===== src/rtl/rawdefrm_pkg.sv =====
package rawdefrm_pkg;

	// parse phase
	typedef enum logic [1:0] {
		PH_START  = 2'd0,
		PH_HEADER = 2'd1,
		PH_PIXELS = 2'd2,
		PH_IDLE   = 2'd3
	} phase_t;

	// result kinds
	localparam logic [1:0] KIND_PIXEL  = 2'd0;
	localparam logic [1:0] KIND_BLOCK  = 2'd1;
	localparam logic [1:0] KIND_ACCEPT = 2'd2;
	localparam logic [1:0] KIND_REJECT = 2'd3;

	// block types
	localparam logic [2:0] BT_PRD     = 3'd0;
	localparam logic [2:0] BT_TTW     = 3'd1;
	localparam logic [2:0] BT_WBG     = 3'd2;
	localparam logic [2:0] BT_RIF     = 3'd3;
	localparam logic [2:0] BT_PAD     = 3'd4;
	localparam logic [2:0] BT_UNKNOWN = 3'd5;

	// reject causes
	localparam logic [1:0] FAIL_NONE    = 2'd0;
	localparam logic [1:0] FAIL_MAGIC   = 2'd1;
	localparam logic [1:0] FAIL_MISSING = 2'd2;
	localparam logic [1:0] FAIL_ODD     = 2'd3;

	// four-byte codes (a zero byte, then three characters), big-endian
	localparam logic [31:0] TAG_MAGIC = 32'h004d524d;
	localparam logic [31:0] TAG_PRD   = 32'h00505244;
	localparam logic [31:0] TAG_TTW   = 32'h00545457;
	localparam logic [31:0] TAG_WBG   = 32'h00574247;
	localparam logic [31:0] TAG_RIF   = 32'h00524946;
	localparam logic [31:0] TAG_PAD   = 32'h00504144;

	localparam logic [3:0] REQ_ALL = 4'hf;

	// PRD payload offsets of height and width, and the offset at which the payload position saturates
	localparam logic [3:0] POS_HEIGHT_HI = 4'd8;
	localparam logic [3:0] POS_HEIGHT_LO = 4'd9;
	localparam logic [3:0] POS_WIDTH_HI  = 4'd10;
	localparam logic [3:0] POS_WIDTH_LO  = 4'd11;
	localparam logic [3:0] POS_SAT       = 4'd15;

	typedef struct packed {
		logic [1:0]  kind;
		logic [11:0] pixel_value;
		logic [2:0]  block_type;
		logic [31:0] block_offset;
		logic [31:0] block_length;
		logic [15:0] image_width;
		logic [15:0] image_height;
		logic [1:0]  fail_cause;
		logic        end_of_image;
		logic        last;
	} result_t;

	function automatic logic [2:0] classify(input logic [31:0] tag);
		logic [2:0] t;
		if (tag == TAG_PRD)      t = BT_PRD;
		else if (tag == TAG_TTW) t = BT_TTW;
		else if (tag == TAG_WBG) t = BT_WBG;
		else if (tag == TAG_RIF) t = BT_RIF;
		else if (tag == TAG_PAD) t = BT_PAD;
		else                     t = BT_UNKNOWN;
		return t;
	endfunction

	// header verdict
	function automatic result_t judge_result(input logic [3:0] req, input logic [15:0] w,
			input logic [15:0] h);
		result_t r;
		r = '0;
		if (req != REQ_ALL) begin
			r.kind = KIND_REJECT;
			r.fail_cause = FAIL_MISSING;
		end else if (w[0]) begin
			r.kind = KIND_REJECT;
			r.fail_cause = FAIL_ODD;
		end else begin
			r.kind = KIND_ACCEPT;
			r.image_width = w;
			r.image_height = h;
		end
		return r;
	endfunction

	// phase after the verdict
	function automatic phase_t judge_phase(input logic [3:0] req, input logic [15:0] w,
			input logic [15:0] h);
		phase_t p;
		if (req != REQ_ALL || w[0] || w == 16'd0 || h == 16'd0) p = PH_IDLE;
		else p = PH_PIXELS;
		return p;
	endfunction

endpackage


===== src/rtl/raw_image_stream_deframer.sv =====
// channel | signals                                   | direction
// in      | in_valid, in_ready, start_of_file, data_byte | one file byte per request
// out     | out_valid, out_ready, kind .. last          | pixel, block record or verdict
//
// one byte is parsed per cycle: a single pass of logic from the parse state and the
// byte writes zero, one or two results into a four-entry output queue.
// in_ready is high while the queue has room for two results, so with out_ready held
// high a byte is taken every cycle; a stalled output side fills the queue and then
// holds off input. arst_n clears the parse state (magic check) and empties the queue.
module raw_image_stream_deframer (
	input  logic        clk,
	input  logic        arst_n,
	input  logic        in_valid,
	output logic        in_ready,
	input  logic        start_of_file,
	input  logic [7:0]  data_byte,
	output logic        out_valid,
	input  logic        out_ready,
	output logic [1:0]  kind,
	output logic [11:0] pixel_value,
	output logic [2:0]  block_type,
	output logic [31:0] block_offset,
	output logic [31:0] block_length,
	output logic [15:0] image_width,
	output logic [15:0] image_height,
	output logic [1:0]  fail_cause,
	output logic        end_of_image,
	output logic        last
);

	localparam int QDEPTH = 4;
	localparam int QAW = $clog2(QDEPTH);

	// parse state
	rawdefrm_pkg::phase_t phase_q, phase_c, phase_d;
	logic [31:0] hbs_q, hbs_c, hbs_d;
	logic [31:0] hsize_q, hsize_c, hsize_d;
	logic [31:0] bstart_q, bstart_c, bstart_d;
	logic [2:0]  rbi_q, rbi_c, rbi_d;
	logic [31:0] tag_q, tag_c, tag_d;
	logic [31:0] len_q, len_c, len_d;
	logic [31:0] pleft_q, pleft_c, pleft_d;
	logic [3:0]  ppos_q, ppos_c, ppos_d;
	logic [2:0]  ctype_q, ctype_c, ctype_d;
	logic [3:0]  req_q, req_c, req_d;
	logic [15:0] width_q, width_c, width_d;
	logic [15:0] height_q, height_c, height_d;
	logic [15:0] col_q, col_c, col_d;
	logic [15:0] row_q, row_c, row_d;
	logic [1:0]  tri_q, tri_c, tri_d;
	logic [7:0]  held_q, held_c, held_d;

	rawdefrm_pkg::result_t res0, res1;
	logic [1:0] nres;

	// output queue
	rawdefrm_pkg::result_t qmem [QDEPTH];
	logic [QAW-1:0] wr_q, rd_q;
	logic [QAW:0]   cnt_q;
	logic push, pop;

	assign in_ready = (cnt_q <= (QAW+1)'(QDEPTH - 2));
	assign push = in_valid & in_ready;
	assign out_valid = (cnt_q != '0);
	assign pop = out_valid & out_ready;

	// start of file restarts from reset values
	always_comb begin
		if (start_of_file) begin
			phase_c = rawdefrm_pkg::PH_START;
			hbs_c = '0; hsize_c = '0; bstart_c = '0; rbi_c = '0; tag_c = '0;
			len_c = '0; pleft_c = '0; ppos_c = '0; ctype_c = '0; req_c = '0;
			width_c = '0; height_c = '0; col_c = '0; row_c = '0; tri_c = '0;
			held_c = '0;
		end else begin
			phase_c = phase_q;
			hbs_c = hbs_q; hsize_c = hsize_q; bstart_c = bstart_q; rbi_c = rbi_q;
			tag_c = tag_q; len_c = len_q; pleft_c = pleft_q; ppos_c = ppos_q;
			ctype_c = ctype_q; req_c = req_q; width_c = width_q; height_c = height_q;
			col_c = col_q; row_c = row_q; tri_c = tri_q; held_c = held_q;
		end
	end

	// byte parser: next state and results
	always_comb begin
		logic [31:0] sh;
		logic [16:0] col_next;
		logic [15:0] row_next;
		phase_d = phase_c;
		hbs_d = hbs_c; hsize_d = hsize_c; bstart_d = bstart_c; rbi_d = rbi_c;
		tag_d = tag_c; len_d = len_c; pleft_d = pleft_c; ppos_d = ppos_c;
		ctype_d = ctype_c; req_d = req_c; width_d = width_c; height_d = height_c;
		col_d = col_c; row_d = row_c; tri_d = tri_c; held_d = held_c;
		res0 = '0;
		res1 = '0;
		nres = 2'd0;
		sh = '0;
		col_next = '0;
		row_next = '0;
		unique case (phase_c)
			rawdefrm_pkg::PH_START: begin
				if (!rbi_c[2]) begin
					// magic bytes
					sh = {tag_c[23:0], data_byte};
					tag_d = sh;
					if (rbi_c == 3'd3 && sh != rawdefrm_pkg::TAG_MAGIC) begin
						res0.kind = rawdefrm_pkg::KIND_REJECT;
						res0.fail_cause = rawdefrm_pkg::FAIL_MAGIC;
						phase_d = rawdefrm_pkg::PH_IDLE;
						nres = 2'd1;
					end
					rbi_d = rbi_c + 3'd1;
				end else begin
					// header length
					sh = {hsize_c[23:0], data_byte};
					hsize_d = sh;
					if (rbi_c == 3'd7) begin
						rbi_d = '0;
						tag_d = '0;
						phase_d = rawdefrm_pkg::PH_HEADER;
						if (sh == '0) begin
							res0 = rawdefrm_pkg::judge_result(req_c, width_c, height_c);
							phase_d = rawdefrm_pkg::judge_phase(req_c, width_c, height_c);
							col_d = '0; row_d = '0; tri_d = '0; held_d = '0;
							nres = 2'd1;
						end
					end else begin
						rbi_d = rbi_c + 3'd1;
					end
				end
			end
			rawdefrm_pkg::PH_HEADER: begin
				if (pleft_c != '0) begin
					// block payload, PRD dimensions captured
					if (ctype_c == rawdefrm_pkg::BT_PRD) begin
						case (ppos_c)
							rawdefrm_pkg::POS_HEIGHT_HI: height_d[15:8] = data_byte;
							rawdefrm_pkg::POS_HEIGHT_LO: height_d[7:0] = data_byte;
							rawdefrm_pkg::POS_WIDTH_HI:  width_d[15:8] = data_byte;
							rawdefrm_pkg::POS_WIDTH_LO:  width_d[7:0] = data_byte;
							default: ;
						endcase
					end
					if (ppos_c != rawdefrm_pkg::POS_SAT) ppos_d = ppos_c + 4'd1;
					pleft_d = pleft_c - 32'd1;
				end else begin
					// block record: tag then length
					if (rbi_c == 3'd0) bstart_d = hbs_c;
					if (!rbi_c[2]) tag_d = {tag_c[23:0], data_byte};
					else len_d = {len_c[23:0], data_byte};
					if (rbi_c == 3'd7) begin
						ctype_d = rawdefrm_pkg::classify(tag_c);
						if (!ctype_d[2]) req_d[ctype_d[1:0]] = (len_d != '0);
						if (ctype_d == rawdefrm_pkg::BT_PRD) begin
							width_d = '0;
							height_d = '0;
						end
						res0.kind = rawdefrm_pkg::KIND_BLOCK;
						res0.block_type = ctype_d;
						res0.block_offset = bstart_c;
						res0.block_length = len_d;
						nres = 2'd1;
						pleft_d = len_d;
						ppos_d = '0;
						rbi_d = '0;
					end else begin
						rbi_d = rbi_c + 3'd1;
					end
				end
				hbs_d = hbs_c + 32'd1;
				if (hbs_d == hsize_c) begin
					if (nres == 2'd1) begin
						res1 = rawdefrm_pkg::judge_result(req_d, width_d, height_d);
						nres = 2'd2;
					end else begin
						res0 = rawdefrm_pkg::judge_result(req_d, width_d, height_d);
						nres = 2'd1;
					end
					phase_d = rawdefrm_pkg::judge_phase(req_d, width_d, height_d);
					col_d = '0; row_d = '0; tri_d = '0; held_d = '0;
				end
			end
			rawdefrm_pkg::PH_PIXELS: begin
				// two 12-bit pixels per three bytes
				case (tri_c)
					2'd0: begin
						held_d = data_byte;
						tri_d = 2'd1;
					end
					2'd1: begin
						res0.kind = rawdefrm_pkg::KIND_PIXEL;
						res0.pixel_value = {held_c, data_byte[7:4]};
						nres = 2'd1;
						held_d = data_byte;
						tri_d = 2'd2;
					end
					default: begin
						res0.kind = rawdefrm_pkg::KIND_PIXEL;
						res0.pixel_value = {held_c[3:0], data_byte};
						nres = 2'd1;
						tri_d = 2'd0;
						col_next = {1'b0, col_c} + 17'd2;
						col_d = col_next[15:0];
						if (col_next >= {1'b0, width_c}) begin
							col_d = '0;
							row_next = row_c + 16'd1;
							row_d = row_next;
							if (row_next >= height_c) begin
								res0.end_of_image = 1'b1;
								phase_d = rawdefrm_pkg::PH_IDLE;
							end
						end
					end
				endcase
			end
			rawdefrm_pkg::PH_IDLE: ;
			default: ;
		endcase
		if (nres == 2'd1) res0.last = 1'b1;
		if (nres == 2'd2) res1.last = 1'b1;
	end

	// parse state registers
	always_ff @(posedge clk or negedge arst_n) begin
		if (!arst_n) begin
			phase_q <= rawdefrm_pkg::PH_START;
			hbs_q <= '0; hsize_q <= '0; bstart_q <= '0; rbi_q <= '0; tag_q <= '0;
			len_q <= '0; pleft_q <= '0; ppos_q <= '0; ctype_q <= '0; req_q <= '0;
			width_q <= '0; height_q <= '0; col_q <= '0; row_q <= '0; tri_q <= '0;
			held_q <= '0;
		end else if (push) begin
			phase_q <= phase_d;
			hbs_q <= hbs_d; hsize_q <= hsize_d; bstart_q <= bstart_d; rbi_q <= rbi_d;
			tag_q <= tag_d; len_q <= len_d; pleft_q <= pleft_d; ppos_q <= ppos_d;
			ctype_q <= ctype_d; req_q <= req_d; width_q <= width_d; height_q <= height_d;
			col_q <= col_d; row_q <= row_d; tri_q <= tri_d; held_q <= held_d;
		end
	end

	// result queue storage
	always_ff @(posedge clk) begin
		if (push && nres != 2'd0) qmem[wr_q] <= res0;
		if (push && nres == 2'd2) qmem[wr_q + QAW'(1)] <= res1;
	end

	// result queue pointers
	always_ff @(posedge clk or negedge arst_n) begin
		if (!arst_n) begin
			wr_q <= '0;
			rd_q <= '0;
			cnt_q <= '0;
		end else begin
			if (push) wr_q <= wr_q + QAW'(nres);
			if (pop) rd_q <= rd_q + QAW'(1);
			cnt_q <= cnt_q + (push ? (QAW+1)'(nres) : '0) - (QAW+1)'(pop);
		end
	end

	// head of queue
	assign kind = qmem[rd_q].kind;
	assign pixel_value = qmem[rd_q].pixel_value;
	assign block_type = qmem[rd_q].block_type;
	assign block_offset = qmem[rd_q].block_offset;
	assign block_length = qmem[rd_q].block_length;
	assign image_width = qmem[rd_q].image_width;
	assign image_height = qmem[rd_q].image_height;
	assign fail_cause = qmem[rd_q].fail_cause;
	assign end_of_image = qmem[rd_q].end_of_image;
	assign last = qmem[rd_q].last;

endmodule

===== config.mk =====
export PLATFORM = sky130hd
export DESIGN_NAME = raw_image_stream_deframer
export DESIGN_NICKNAME = d
export VERILOG_FILES = /design/src/rtl/rawdefrm_pkg.sv /design/src/rtl/raw_image_stream_deframer.sv
export SDC_FILE = /design/constraint.sdc
export NUM_CORES = 2
export LEC_CHECK = 0
export ABC_AREA = 1
export BUFFER_PORTS_ARGS = -buffer_cell sky130_fd_sc_hd__buf_2
export CORE_MARGIN = 5
export CORE_UTILIZATION = 32
export CTS_BUF_LIST = sky130_fd_sc_hd__clkbuf_4 sky130_fd_sc_hd__clkbuf_8
export CTS_CLUSTER_SIZE = 24
export DETAILED_ROUTE_END_ITERATION = 16
export PLACE_DENSITY = 0.47
export RECOVER_POWER = 50
export SETUP_SLACK_MARGIN = 0.3
export SYNTH_ARGS = -nofsm -noshare
export SYNTH_HDL_FRONTEND = slang
export SYNTH_SLANG_ARGS = --single-unit

===== constraint.sdc =====
create_clock -name clk -period 5.5 [get_ports clk]
set_input_delay 0.275 -clock clk [delete_from_list [all_inputs] [get_ports clk]]
set_output_delay 0.275 -clock clk [all_outputs]
set_load 0.02 [all_outputs]

==> results by group <==
Status
  – Run status: finished, violations left
  – Failing checks: max-capacitance violations, max-slew violations

STA
  – TNS Setup: 0 ns
  – Post-route clock period utilization: 92.5%
  – Worst-Margin Slew: 3.99 ns
  – Final period demand of the worst path: 5.09 ns
  – Fin. Hold Viols: 0
  – Worst hold slack: 0.459 ns
  – RSZ-0062 raised after global routing: no
  – Relative slew slack: -166%
  – # setup viols final: 0
  – Final Skew: 0.0519 ns
  – Slew Limit Fails: 628
  – Fmax: 196 MHz

GRT
  – Total global-route track usage: 22.6%
  – Antenna violations before repair: 3
  – Grt total ovfl: 0
  – First-pass GRT wire length: 269,000 um
  – Vias in the first global route: 42.6k
  – Pin count of the biggest net entering global routing: 193

Synthesis
  – Largest cells by area after synthesis: nand2_1 (17%), dfrtp_1 (16%), dfxtp_1 (14%)
  – Area share of the largest cell type after synthesis: 16.5%
  – Avg Cell Area, Syn: 6.83 um^2
  – Ys flop type: dfxtp_1
  – Yosys warnings: 0
  – Synthesized area: 0.0454 mm^2
  – Yosys reg bits: 753
  – Post-synth EDFFs: 144
  – Netlist cell types: 65
  – Synth Instances: 6,646
  – Post-synth top area cell: nand2_1
  – Post-synth ARST share: 38.4%
  – Syn nets: 6,710
  – Register area share after synthesis: 39.6%

Pwr
  – Net switching power: 0.00994 W
  – Sw frac: 45.0%
  – Int Pwr: 0.0122 W
  – Clock power frac: 26.8%
  – Seq pwr share: 32.1%
  – PwrDens: 439 mW/mm^2
  – VDD IR-drop max: 0.459 mV
  – Comb pwr share: 41.1%
  – Pleak: 22.8 nW

Worst hold path
  – Worst Hold Class: reg2reg
  – Hold path cells: 2

CTS
  – Postcts setup bufs: 0
  – Worst-path clk slew: 0.06 ns
  – CTS max path bufs: 3
  – Clock Tree Root: clkbuf_8
  – Clk Latency, worst-skew pair: 0.89 ns
  – Sink Count: 753
  – CTS Buf Count: 146
  – H-tree depth: 4
  – CTS tree: done

Drt
  – First-pass DRT Iterations: 6
  – Final antenna-violating net count: 0
  – Routed vias: 45.4k
  – Vias/cell: 5.29
  – Remaining DRCs: 0
  – Routed WL: 176,000 um
  – WL/cell: 20.5 um
  – Iter 0 DRT Violations: 4,273

Cells and area
  – Most frequent cells in the layout: nand2_1 (1,996), nor2_1 (699), nand3_1 (692)
  – Fraction of layout cells with a size suffix above 1: 8.16%
  – Most common cell after layout, fill and taps aside: nand2_1
  – Final core utilization: 35.7%
  – Nets: 6,644
  – Layout area overhead: 11.0%
  – Final Non-Filler Cells: 8,586

Worst setup path
  – Kind of launch point of the worst setup path: input pin
  – FF-to-FF path depth: 24
  – Setup CP Type: in2reg
  – Critical Path Fanout Max: 95
  – Worst Path Arrival: 5.90 ns
  – CP endpoint: qmem[0][44]
  – Reg2reg setup slack: 0.64 ns
  – Setup crit start: start_of_file
  – Crit. End Element: register
  – Critical Path RT: 6.31 ns
  – RR Startpoint: hbs_q[0]
  – RR Endpoint: qmem[3][13]

Floorplanning
  – Initial Util: 32.1%
  – FP Rows: 138
  – Die height: 387 um
  – Top-level I/O count: 132
  – Die ar.: 0.149 mm^2
  – Area of the core: 0.141 mm^2
  – Die W: 387 um

Placed design
  – Final GP Congestion: 0.878
  – Post-DP HPWL: 110,000 um
  – Dpl cells: 8,309
  – Port-buffer cells: 130

Run
  – Max-Cap Viols: 6
[critical path, stage by stage]
cell	delay, ns
dlygate4sd3_1	0.56
buf_6	0.37
inv_8	0.18
buf_12	0.28
buf_4	0.30
o21ai_1	0.14
nand2_1	0.10
inv_1	0.08
nand2_1	0.08
nor2_1	0.34
nand2_1	0.56
nor2_1	0.70
inv_1	0.65
or2_2	0.52
nor2_1	0.45
nand2_1	0.11
nand2_1	0.09
[power groups by stage]
| stage | clock network (W) | logic, W | registers, W |
|---|---|---|---|
| after floorplan | 0 | 0.00628 | 0.00690 |
| after global placement | 0 | 0.00918 | 0.00717 |
| after detailed placement | 0 | 0.00921 | 0.00718 |
| after CTS | 0.00609 | 0.00924 | 0.00708 |
| after global routing | 0.00630 | 0.0101 | 0.00719 |
| final | 0.00592 | 0.00909 | 0.00709 |
[cells in the mapped netlist (all sizes together) (50+ instances only)]
library cell / instances
nand3: 696
clkbuf: 259
inv: 496
nand2: 2019
a21oi: 217
edfxtp: 144
buf: 187
o21ai: 620
o211ai: 92
dfxtp: 320
ha: 50
nor2: 800
dfrtp: 289
o22ai: 134
a31oi: 70
[metrics by stage]
stage / total power, W / setup WS, ns / area (um^2)
final: 0.0221 / 0.410 / 50400
after detailed placement: 0.0164 / 0.487 / 47400
after CTS: 0.0224 / 0.605 / 50600
after global placement: 0.0163 / 0.546 / 47400
after global routing: 0.0235 / 0.200 / 50400
after floorplan: 0.0132 / 0.353 / 45400
[state kept, by name, indices dropped and copies added, names as in the netlist, 3 cells and up]
signal    flops
ctype_q       3
tag_q        32
height_q     16
len_q        32
held_q        8
ppos_q        4
width_q      16
req_q         4
col_q        16
cnt_q         3
bstart_q     32
rbi_q         3
hbs_q        32
row_q        16
hsize_q      32
pleft_q      32
qmem        464
[cell type report]
| cell class | instances | area, um^2 |
|---|---|---|
| Fill cell | 15398 | 90900 |
| Multi-Input combinational cell | 4943 | 23500 |
| Sequential cell | 753 | 18000 |
| Clock buffer | 231 | 2810 |
| Tap cell | 1890 | 2360 |
| Inverter | 504 | 1920 |
| Timing Repair Buffer | 232 | 1590 |
| Clock inverter | 31 | 216 |
| Antenna cell | 2 | 5.00 |
[how the worst min path moves through the flow]
stage,slack [ns],end,start
after detailed placement,0.12,hsize_q[29],arst_n
after global placement,0.12,hsize_q[29],arst_n
final,0.46,qmem[1][47],qmem[1][47]
after CTS,0.10,hbs_q[25],arst_n
after global routing,0.48,qmem[2][85],qmem[2][85]
after floorplan,-0.02,bstart_q[0],arst_n
[timing repair]
action | in CTS | in global routing
resized for setup | 0 | 2
endpoints found under the setup margin | 0 | 72
hold buffers | 13 | 0
endpoints found under the hold margin | 305 | 0
[routing by layer]
metal	routed length [um]	part of all wire [%]	track usage, %	up-vias
li1	-	-	-	21817
met1	84700	48	33.4	21770
met2	75700	43	34.0	1551
met3	11400	6.5	3.48	284
met4	4540	2.6	6.76	2
met5	13	0.0074	0	-
[cell families after synthesis]
family	after synthesis	share of synthesized area, %
and+or+nand+nor	3619	34.0
DFF	753	39.6
other	1	0.00826
buffers and inverters	950	8.78
AOI/OAI and AO/OA	1226	15.2
adders and majority gates	51	1.42
xor gates and xnor gates	46	0.948
No activity file was read; power rests on OpenSTA's default activity.
